`config.mk`:
```
export PLATFORM = sky130hd
export DESIGN_NAME = imh_ram
export DESIGN_NICKNAME = d
export VERILOG_FILES = /design/src/imh_ram.sv
export SDC_FILE = /design/constraint.sdc
export NUM_CORES = 1
export LEC_CHECK = 0
export BUFFER_PORTS_ARGS = -buffer_cell sky130_fd_sc_hd__buf_2
export CAP_MARGIN = 20
export CORE_MARGIN = 3
export CORE_UTILIZATION = 46
export DETAILED_ROUTE_END_ITERATION = 6
export PLACE_DENSITY = 0.67
export SYNTH_ARGS = -nofsm -noshare
export SYNTH_HDL_FRONTEND = slang
export SYNTH_SLANG_ARGS = --single-unit
```
`constraint.sdc`:
```
create_clock -name clk -period 1.66 [get_ports clk]
set_input_delay 0.166 -clock clk [delete_from_list [all_inputs] [get_ports clk]]
set_output_delay 0.166 -clock clk [all_outputs]
set_load 0.02 [all_outputs]
```
`src/imh_ram.sv`:
```
// Simple synchronous RAM: one write port and one read port with registered
// read data. Depends on nothing.
`default_nettype none
module imh_ram #(
    parameter int WIDTH = 8,
    parameter int DEPTH = 4
) (
    input wire logic clk,
    input wire logic we,
    input wire logic [$clog2(DEPTH)-1:0] waddr,
    input wire logic [WIDTH-1:0] wdata,
    input wire logic [$clog2(DEPTH)-1:0] raddr,
    output logic [WIDTH-1:0] rdata
);
    logic [WIDTH-1:0] mem [DEPTH];

    always_ff @(posedge clk)
    begin
        if (we)
        begin
            mem[waddr] <= wdata;
        end
        rdata <= mem[raddr];
    end
endmodule
`default_nettype wire

```
# ---- After elaboration in Yosys (flattened, before gate mapping)
# Memories as Yosys holds them, arrays and structs flattened. A register that Yosys moved wholly into a read port is not among the register bits.
# Index checks and enable logic that the tools add are counted.
dict set report word_totals {
  reg_bits 0
  ram_bits 32
  in_bits 14
  output_inout_bits 8
  wordCells 3
  memories 1
}
dict set report op_classes {
  muxes 2
}
# name words width rd rd_clocked_by_memory_dff wr line_no
set mem_list {}
lappend mem_list {mem 4 8 1 1 1 15} ;# logic [WIDTH-1:0] mem [DEPTH];
# operator count
set op_table {}
lappend op_table {{1-bit 2-to-1 mux} 2}

# ---- Logic depth before layout (Yosys ltp)
# Gate-level depths: netlist (run 1).
dict set report logic_depth {
  word_depth 2
  mapped_depth 2
  ltp_nobuf 1
}

# ---- Worst setup path after synthesis (run 1)
# OpenSTA, ideal clock, no wires.
dict set report synth_path {
  kind {input port to flip-flop}
  from {in waddr[0]}
  to {mem mem[0][0] (enable)}
  setup_time_ns 0.385
  arrival_time_ns 0.845
  required_time_ns 1.275
  path_slack_ns 0.430
  cell_stages 1
  n_path_buf 0
  cell_sequence {nor3b_1}
}
# item line_no
set synth_lines {}
lappend synth_lines {{start, declared} 10} ;# input wire logic [$clog2(DEPTH)-1:0] waddr,
lappend synth_lines {{end, declared} 15}
# No word-level cell before the write port.

# ---- Worst setup path after layout (run 1)
dict set report layout_path {
  from {reg rdata[3] (read register of mem)}
  to {out rdata[3]}
}
# item line_no
set layout_lines {}
lappend layout_lines {{start, declared} 13} ;# output logic [WIDTH-1:0] rdata
# No word-level cell between the ends.

==> results by group, run 1 <==
GRT
  • Vias in the first global route: 592
  • First-pass GRT wire length: 2790 µm
  • Largest net degree at the start of global routing: 14
  • GRT Total Usage: 0.121
  • Initial antenna violation count: 0
  • GR Overflow Total: 0

STA
  • Tightest Pin Transition: 0.449 ns
  • Period utilization: 0.590
  • F_max: 1.02 GHz
  • Setup violators final: 0
  • Final hold violations: 0
  • RSZ-0062 raised after global routing: false
  • Pins over their slew limit: 0
  • Post-route minimum period: 0.980 ns
  • Setup TNS: 0 ns
  • Clock Skew: 0.0112 ns
  • Worst path setup slack after routing: 0.680 ns
  • Slew HR: 0.700

Worst setup path
  • Required @ worst endpoint: 1.49 ns
  • Crit path max-delay family: flip-flops
  • Reg2Reg Launch Point: mem[3][2]
  • CP Capture Type: output pin
  • Buf/Inv on CP: 1
  • Critical path class: reg2out
  • CP max-delay cell: dfxtp_1
  • CP Launch Type: flip-flop
  • Worst Reg-to-Reg Cells: 1
  • CP cell instances: buf_2
  • Critical Path Fanout Max: 1
  • Crit path arrival time: 0.81 ns
  • Reg2reg setup slack: 0.70 ns
  • CP peak stage delay: 0.33 ns
  • Worst r2r dst: rdata[2]

Yosys
  • Cells after Synth: 54
  • Largest family of logic cells by synthesized area: multiplexers
  • Seq cells post-synth: 40
  • Simple-Gate Fraction of Synth Area: 0.0232
  • Main area contributors after synthesis: edfxtp_1, mux4_2, dfxtp_1
  • Predominant post-synthesis flop cell: edfxtp_1
  • Count leader, synth: edfxtp_1
  • Complex-gate fraction of the synthesized area: 0
  • Mean Syn Cell Area: 25.0 µm²
  • Netlist cell types: 8
  • Asr flop ratio synth: 0
  • Post-Synth Adder-Cell Area: 0
  • Number of synthesized flops with an enable pin: 32
  • Largest area contributor in the netlist: edfxtp_1
  • Synth Warn #: 0
  • Post-synth design cell area: 0.00135 mm²
  • Xor/xnor cell area share of the yosys netlist: 0
  • Post-synth top area share: 0.712
  • Syn Nets: 68
  • Mux cell area share after synthesis: 0.134
  • Top cells by count, synth: edfxtp_1, dfxtp_1, mux4_2
  • Sequential-to-total area share from yosys stat: 0.831

Layout
  • Net count, final: 95
  • # fillers: 218
  • Antenna diode count: 0
  • Finished Layout Cells: 113
  • Register area: 0.00112 mm²
  • P&R area growth vs syn: 14.0%
  • Share of layout cells above drive strength 1: 0.451
  • Multi-input logic area: 211 µm²

Detailed routing
  • DR pass1 iterations: 4
  • Total Wirelength: 1870 µm
  • Vias: 588
  • ANT nets after route: 0
  • Drt via density: 5.20
  • Wire per inst: 16.5 µm
  • Drt first-iter violations: 23
  • Drt drc: 0

Floorplanning
  • Die Area: 0.00362 mm²
  • I/O Pins: 22
  • Starting density of the core: 0.485
  • Die width: 60.2 µm
  • Core area: 0.00278 mm²
  • Height of the die: 60.2 µm
  • Site row count: 19

Clock network
  • # resized after CTS: 0
  • Hold_buf cts: 0
  • Clk root buf: clkbuf_4
  • Clock transition at path regs: 0.12 ns
  • Clock Path Buffers: 2
  • H-tree levels: 2
  • Clk_lat worst skew: 0.33 ns
  • CTS tree: yes
  • Postcts setup bufs: 0
  • Num CTS Buffers: 5
  • Clock sink total: 40

Placed design
  • Cells after DPL: 105
  • Dpl ws: 0.514 ns
  • Routability cong.: 0.656
  • I/O Buffers: 21

Power
  • Comb power frac: 0.072
  • Power per Cell Area: 1120 mW/mm²
  • Max IR drop VDD: 0.817 mV
  • Sequential power share: 0.667
  • Net switching power: 0.000369 W
  • Pint: 0.00136 W
  • Clock share of power: 0.261
  • Sw Ratio: 0.213
  • Cell leakage power: 0.550 nW

Worst hold path
  • Hold endpoint: mem[3][6]
  • Depth of the worst hold-timing path: 1
  • Hold wc startpoint: wdata[6]
  • HP Class: in2reg

Run
  • MaxCap Viol Count: 0

Status
  • Status: complete, no violations
per-layer routing:
layer | share of wire | routed length, µm | vias to the layer above | global-route usage
met3 | 0.073 | 137 | 2 | 0.0670
met4 | 0.0091 | 17 | 0 | 0.0665
li1 | - | - | 278 | -
met5 | 0 | 0 | - | 0
met2 | 0.51 | 952 | 23 | 0.181
met1 | 0.41 | 761 | 285 | 0.136
sequential cells by signal, summed over array words and instances, names as in the netlist:
| name | flops |
|---|---|
| rdata | 8 |
| mem | 32 |
metrics by stage:
stage	power, W	hold slack [ns]	utilization	cell area [µm²]
4_1_cts	0.00176	0.0169	0.553	1540
5_1_grt	0.00182	0.00581	0.553	1540
3_5_place_dp	0.00131	0.383	0.534	1480
2_1_floorplan	0.00125	0.265	-	1350
3_3_place_gp	0.00130	0.380	0.534	1480
6_report	0.00173	0.0351	0.553	1540
power groups by stage:
stage	clock network, W	logic [W]	registers (W)
after floorplan	0	0.0000517	0.00120
after global placement	0	0.000126	0.00117
after detailed placement	0	0.000128	0.00118
after CTS	0.000478	0.000129	0.00115
after global routing	0.000531	0.000135	0.00116
final	0.000451	0.000125	0.00115
worst max path at each step:
| stage | cells after the start | start | slack, ns | end |
|---|---|---|---|---|
| after detailed placement | 2 | raddr[0] | 0.51 | rdata[6] |
| after global placement | 2 | raddr[0] | 0.52 | rdata[7] |
| after floorplan | 1 | waddr[0] | 0.43 | mem[0][0] |
| after global routing | 1 | rdata[3] | 0.61 | rdata[3] |
| after CTS | 1 | rdata[3] | 0.65 | rdata[3] |
| final | 1 | rdata[3] | 0.68 | rdata[3] |
cell type report:
class | count | share of cell area
sequential | 40 | 0.729
multi-input combinational | 12 | 0.138
timing repair buffer | 22 | 0.0732
clock buffer | 6 | 0.0269
tap | 31 | 0.0252
clock inverter | 2 | 0.00814
logic make-up (layout without fill, tap and decap cells):
kind of cell,after synthesis,count (layout)
AND/OR/NAND/NOR,4,4
multiplexers,8,8
buffers and inverters,2,30
flip-flops,40,40
cells in the final DEF, fill, tap and decap left out:
| cell type | Yosys | routed |
|---|---|---|
| mux4_2 | 8 | 8 |
| and3b_1 | 2 | 2 |
| clkinv_2 | 0 | 1 |
| clkbuf_1 | 0 | 1 |
| edfxtp_1 | 32 | 32 |
| nor3b_1 | 1 | 1 |
| dfxtp_1 | 8 | 8 |
| clkinvlp_4 | 0 | 1 |
| buf_4 | 0 | 1 |
| buf_2 | 0 | 21 |
| and3_1 | 1 | 1 |
| clkbuf_4 | 0 | 5 |
(Power assumes the default switching activity.)
==> run 2, diff against run 1 <==
--- a/config.mk
+++ b/config.mk
@@ -10,7 +10,7 @@
 export CORE_MARGIN = 3
 export CORE_UTILIZATION = 46
 export DETAILED_ROUTE_END_ITERATION = 6
-export PLACE_DENSITY = 0.67
+export PLACE_DENSITY = 0.7
 export SYNTH_ARGS = -nofsm -noshare
 export SYNTH_HDL_FRONTEND = slang
 export SYNTH_SLANG_ARGS = --single-unit
==> constraint.sdc (replaced) <==
create_clock -name clk -period 0.9 [get_ports clk]
set_input_delay 0.09 -clock clk [delete_from_list [all_inputs] [get_ports clk]]
set_output_delay 0.09 -clock clk [all_outputs]
set_load 0.02 [all_outputs]
==> run 2 against run 1 <==
Against the previous run:
- the flow now finishes with violations (setup timing)
- hold slack better by 0.14 ns
- non-clock buffer count is 16 higher
- clock skew is 0.0051 ns lower
- global-route usage is 1.2 points higher
- wire length is 5.2% higher
- critical path depth stayed put
- combinational power grew to 2.6 times the previous value
- first-iteration DRC count is 13% lower
- critical path type is now reg2reg
- critical endpoint is now rdata[7]
- largest power group unchanged
==> results by group, run 2 (synthesis gave the netlist of run 1 again) <==
Worst setup path
  • Crit path max-delay family: multiplexers
  • Crit path arrival time: 1.18 ns (+0.37 ns)
  • CP Launch Point: mem[3][7]
  • CP max-delay cell: mux4_2
  • Reg2Reg Launch Point: mem[3][7]
  • Required @ worst endpoint: 1.11 ns (-0.38 ns)
  • Buf/Inv on CP: 0 (-1)
  • CP Capture Type: flip-flop
  • CP cell instances: mux4_2
  • Critical Path Fanout Max: 1 (unchanged)
  • CP Launch Type: flip-flop
  • CP peak stage delay: 0.47 ns (+0.14 ns)
  • Critical path class: reg2reg

STA
  • Slew HR: 0.866 (+0.166)
  • Clock Skew: 0.00605 ns (-0.00513 ns)
  • Worst path setup slack after routing: -0.0659 ns (-0.746 ns)
  • Setup violators final: 8 (+8)
  • Final hold violations: 0 (unchanged)
  • F_max: 1.04 GHz
  • Setup TNS: -0.412 ns (-0.412 ns)
  • RSZ-0062 raised after global routing: true
  • Period utilization: 1.07
  • Tightest Pin Transition: 0.201 ns (-0.248 ns)
  • Post-route minimum period: 0.966 ns
  • Pins over their slew limit: 0 (unchanged)

Floorplanning
  • Die Area: 0.00362 mm² (unchanged)
  • Site row count: 19 (unchanged)
  • Starting density of the core: 0.485 (unchanged)
  • Height of the die: 60.2 µm (unchanged)
  • I/O Pins: 22 (unchanged)
  • Die width: 60.2 µm (unchanged)
  • Core area: 0.00278 mm² (unchanged)

Power
  • Max IR drop VDD: 1.69 mV (+110%)
  • Cell leakage power: 0.660 nW (+20%)
  • Power Total: 0.00357 W (+110%)
  • Power per Cell Area: 2010 mW/mm² (+79%)

Layout
  • Fin util: 0.638 (+0.0855)
  • Antenna diode count: 0 (unchanged)
  • Largest regs: mem (32), rdata (8)
  • Most common cell after layout, fill and taps aside: edfxtp_1
  • P&R area growth vs syn: 31.6%
  • Most frequent cells in the layout: edfxtp_1, buf_2
  • Net count, final: 111 (+17%)
  • Share of layout cells above drive strength 1: 0.531 (+0.0794)
  • Largest register by flop count: mem
  • Number of flip-flops in the largest register: 32 (unchanged)

Detailed routing
  • Wire per inst: 15.2 µm (-7.8%)
  • ANT nets after route: 0 (unchanged)
  • DR pass1 iterations: 2 (-2)
  • Vias: 658 (+12%)
  • Drt first-iter violations: 20 (-13%)
  • Drt via density: 5.10 (-2.0%)
  • Drt drc: 0 (unchanged)
  • Total Wirelength: 1970 µm (+5.2%)

Worst hold path
  • HP Class: in2reg
  • Hold wc startpoint: raddr[1]

GRT
  • Vias in the first global route: 697 (+18%)
  • Largest net degree at the start of global routing: 13 (-1)
  • Initial antenna violation count: 0 (unchanged)
  • First-pass GRT wire length: 3140 µm (+12%)
  • GRT Total Usage: 0.132 (+0.0117)
  • GR Overflow Total: 0 (unchanged)

Clock network
  • Num CTS Buffers: 5 (unchanged)
  • Clock sink total: 40 (unchanged)
  • Clock Path Buffers: 2 (unchanged)
  • Postcts setup bufs: 0 (unchanged)
  • Clk root buf: clkbuf_4
  • Clk_lat worst skew: 0.33 ns (about the same)
  • H-tree levels: 2 (unchanged)
  • Clock transition at path regs: 0.11 ns (about the same)
  • CTS tree: yes

Run
  • MaxCap Viol Count: 0 (unchanged)

Placed design
  • Routability cong.: 0.703 (+7.2%)
  • I/O Buffers: 21 (unchanged)

Status
  • Status: finished, violations left
  • Failing checks: setup timing
## run 2: cell types whose count changed in the layout (fill, tap and decap cells not counted), moves of 2 or more
cell | before | now
buf_4 | 1 | 8
buf_6 | 0 | 8
dfxtp_1 | 8 | 1
buf_2 | 21 | 13
dlygate4sd3_1 | 0 | 8
dfxtp_2 | 0 | 7
clkinv_1 | 0 | 2
## run 2: where the power goes
group | leakage, nW | switching [W] | internal, W
clock | 0.0403 | 0.000528 | 0.000567
sequential | 0.361 | 0.0000316 | 0.00211
combinational | 0.258 | 0.000137 | 0.000191
## run 2: path summary, 6_finish.rpt
| path | end | slack (ns) | cells after the start |
|---|---|---|---|
| setup / recovery | rdata[7] | -0.07 | 1 |
| hold / removal | rdata[5] | 0.17 | 2 |
| setup reg to reg | rdata[7] | -0.07 | 1 |
| hold reg to reg | rdata[4] | 0.56 | 1 |
## run 2: per-stage QoR
step	area, µm²	std cells	worst slack [ns]	hold WS [ns]
2_1_floorplan	1350	54	-0.00882	0.189
3_3_place_gp	1560	113	-0.0654	0.300
3_5_place_dp	1560	113	-0.0764	0.307
4_1_cts	1770	129	-0.0769	0.158
5_1_grt	1780	129	-0.0949	0.156
6_report	1780	129	-0.0659	0.173
## run 2: per-layer routing
layer  wire length [µm]  up-vias  global-route usage
li1                   -      309                   -
met1                850      323               0.158
met2                942       20               0.199
met3                133        6              0.0713
met4                 40        0              0.0570
met5                  0        -                   0
## run 2: cell type report
class,instances,area (µm²)
multi-input cells,12,216
clock inverters,3,37.5
repair buffers,38,315
clock buffers,5,37.5
well taps,31,38.8
fillers,200,1010
flip-flops and latches,40,1130
## run 2: repair_timing
item                                    4_1_cts  5_1_grt
endpoints found under the setup margin       16       16
resized for setup                            20        3
endpoints found under the hold margin        32        0
hold buffers                                  8        0
==> run 3, diff against run 2 <==
--- a/config.mk
+++ b/config.mk
@@ -11,6 +11,7 @@
 export CORE_UTILIZATION = 46
 export DETAILED_ROUTE_END_ITERATION = 6
 export PLACE_DENSITY = 0.7
+export RECOVER_POWER = 25
 export SYNTH_ARGS = -nofsm -noshare
 export SYNTH_HDL_FRONTEND = slang
 export SYNTH_SLANG_ARGS = --single-unit
==> run 3 against run 2 <==
Against the previous run:
- first-iteration DRC count decreased by 10%
- cell count stayed put
- critical path type unchanged
- utilization is 1.0 points lower
- sequential share of layout area up 1.0 points
- design area down 1.6%
- combinational power decreased by 3%
- the flow still finishes with violations (setup timing)
- sequential power hardly changed
- clock power barely moved
- flip-flop and latch count unchanged
==> results by group, run 3 (synthesis gave the netlist of run 1 again) <==
Status
  • Status: finished, violations left
  • Failing checks: setup timing

Detailed routing
  • Total Wirelength: 1970 µm (+0.31%)
  • Drt via density: 5.06 (-0.76%)
  • DR pass1 iterations: 2 (unchanged)
  • Vias: 653 (-0.76%)
  • Wire per inst: 15.3 µm (+0.31%)
  • Drt first-iter violations: 18 (-10%)
  • ANT nets after route: 0 (unchanged)
  • Drt drc: 0 (unchanged)

Floorplanning
  • Die width: 60.2 µm (unchanged)
  • I/O Pins: 22 (unchanged)
  • Height of the die: 60.2 µm (unchanged)
  • Die Area: 0.00362 mm² (unchanged)
  • Core area: 0.00278 mm² (unchanged)
  • Starting density of the core: 0.485 (unchanged)
  • Site row count: 19 (unchanged)

Power
  • Pint: 0.00286 W (-0.34%)
  • Cell leakage power: 0.631 nW (-4.4%)
  • Max IR drop VDD: 1.65 mV (-2.3%)
  • Sw Ratio: 0.195 (-0.000601)
  • Comb power frac: 0.089 (-0.003)
  • Net switching power: 0.000692 W (-0.72%)
  • Power per Cell Area: 2030 mW/mm² (+1.2%)
  • Clock share of power: 0.307 (about the same)
  • Sequential power share: 0.603 (+0.002)

Layout
  • Net count, final: 111 (unchanged)
  • Antenna diode count: 0 (unchanged)
  • Number of flip-flops in the largest register: 32 (unchanged)
  • # fillers: 205 (+2.5%)
  • Largest regs: mem (32), rdata (8)
  • Largest register by flop count: mem
  • Share of layout cells above drive strength 1: 0.449 (-0.0816)
  • P&R area growth vs syn: 29.5%
  • Most frequent cells in the layout: edfxtp_1, buf_2, mux4_2, dlygate4sd3_1, buf_6
  • Most common cell after layout, fill and taps aside: edfxtp_1

Clock network
  • CTS tree: yes
  • Postcts setup bufs: 0 (unchanged)
  • Num CTS Buffers: 5 (unchanged)
  • Clock sink total: 40 (unchanged)
  • Clk root buf: clkbuf_4
  • Clock Path Buffers: 2 (unchanged)
  • Clk_lat worst skew: 0.33 ns (about the same)
  • H-tree levels: 2 (unchanged)
  • Clock transition at path regs: 0.11 ns (about the same)

Placed design
  • Routability cong.: 0.703 (unchanged)
  • Dpl ws: -0.0764 ns (unchanged)
  • I/O Buffers: 21 (unchanged)

Worst setup path
  • Crit path arrival time: 1.18 ns (about the same)
  • Critical Path Fanout Max: 1 (unchanged)
  • CP Launch Type: flip-flop
  • CP max-delay cell: mux4_2
  • Buf/Inv on CP: 0 (unchanged)
  • Required @ worst endpoint: 1.11 ns (about the same)
  • CP cell instances: mux4_2
  • Critical path class: reg2reg
  • CP Capture Type: flip-flop
  • Crit path max-delay family: multiplexers
  • CP peak stage delay: 0.47 ns (about the same)

Run
  • MaxCap Viol Count: 0 (unchanged)

GRT
  • GRT Total Usage: 0.132 (unchanged)
  • Initial antenna violation count: 0 (unchanged)
  • Largest net degree at the start of global routing: 13 (unchanged)
  • First-pass GRT wire length: 3140 µm (unchanged)
  • Vias in the first global route: 697 (unchanged)
  • GR Overflow Total: 0 (unchanged)

STA
  • RSZ-0062 raised after global routing: true
  • F_max: 1.04 GHz (about the same)
  • Final hold violations: 0 (unchanged)
  • Setup violators final: 8 (unchanged)
  • Pins over their slew limit: 0 (unchanged)
  • Tightest Pin Transition: 0.321 ns (+0.120 ns)
  • Period utilization: 1.07 (about the same)
  • Clock Skew: 0.00709 ns (+0.00104 ns)
  • Slew HR: 0.786 (-0.0802)
  • Post-route minimum period: 0.965 ns (-0.000493 ns)
  • Worst path setup slack after routing: -0.0654 ns (+0.000493 ns)
  • Setup TNS: -0.413 ns (-0.000633 ns)

Worst hold path
  • HP Class: in2reg
==> run 3: cell count changes in the layout (fill, tap and decap cells not counted) <==
cell	change
buf_2	-1
nor3b_1	+1
buf_4	-6
clkbuf_1	+7
nor3b_2	-1
==> run 3: final cells by class <==
type	count	area, µm²	area share
Sequential cell	40	1130	0.647
Clock buffer	5	37.5	0.0215
Clock inverter	3	37.5	0.0215
Multi-Input combinational cell	12	211	0.121
Timing Repair Buffer	38	292	0.167
Tap cell	31	38.8	0.0222
==> run 3: path summary, 6_finish.rpt <==
kind	from	endpoint	slack [ns]	depth (start not counted)
worst max-delay path	mem[3][7]	rdata[7]	-0.07	1
worst min-delay path	raddr[1]	rdata[5]	0.17	2
worst max register to register	mem[3][7]	rdata[7]	-0.07	1
worst min register to register	mem[2][4]	rdata[4]	0.56	1
==> run 3: what timing repair did <==
item                                    CTS  global route
gates resized for setup                  20             3
endpoints found under the hold margin    32             0
hold buffers                              8             0
endpoints found under the setup margin   16            16
==> run 3: stage by stage <==
| stage | utilization | hold WS [ns] | cell area (µm²) | total power [W] | std cells |
|---|---|---|---|---|---|
| after floorplan | - | 0.189 | 1350 | 0.00231 | 54 |
| after CTS | 0.637 | 0.158 | 1770 | 0.00361 | 129 |
| after global placement | 0.561 | 0.300 | 1560 | 0.00243 | 113 |
| after detailed placement | 0.561 | 0.307 | 1560 | 0.00244 | 113 |
| after global routing | 0.628 | 0.156 | 1750 | 0.00371 | 129 |
| final | 0.628 | 0.174 | 1750 | 0.00355 | 129 |
==> run 3: routing by layer <==
metal,GRT usage,vias up,part of all wire
li1,-,309,-
met1,0.158,318,0.43
met2,0.199,20,0.48
met3,0.0713,6,0.068
met4,0.0570,0,0.020
met5,0,-,0
==> run 3: power by group through the flow <==
stage / Sequential, W / Clock [W] / Combinational, W
after global routing: 0.00215 / 0.00121 / 0.000344
after global placement: 0.00217 / 0 / 0.000261
final: 0.00214 / 0.00109 / 0.000317
after detailed placement: 0.00217 / 0 / 0.000265
after CTS: 0.00214 / 0.00113 / 0.000333
after floorplan: 0.00221 / 0 / 0.0000961
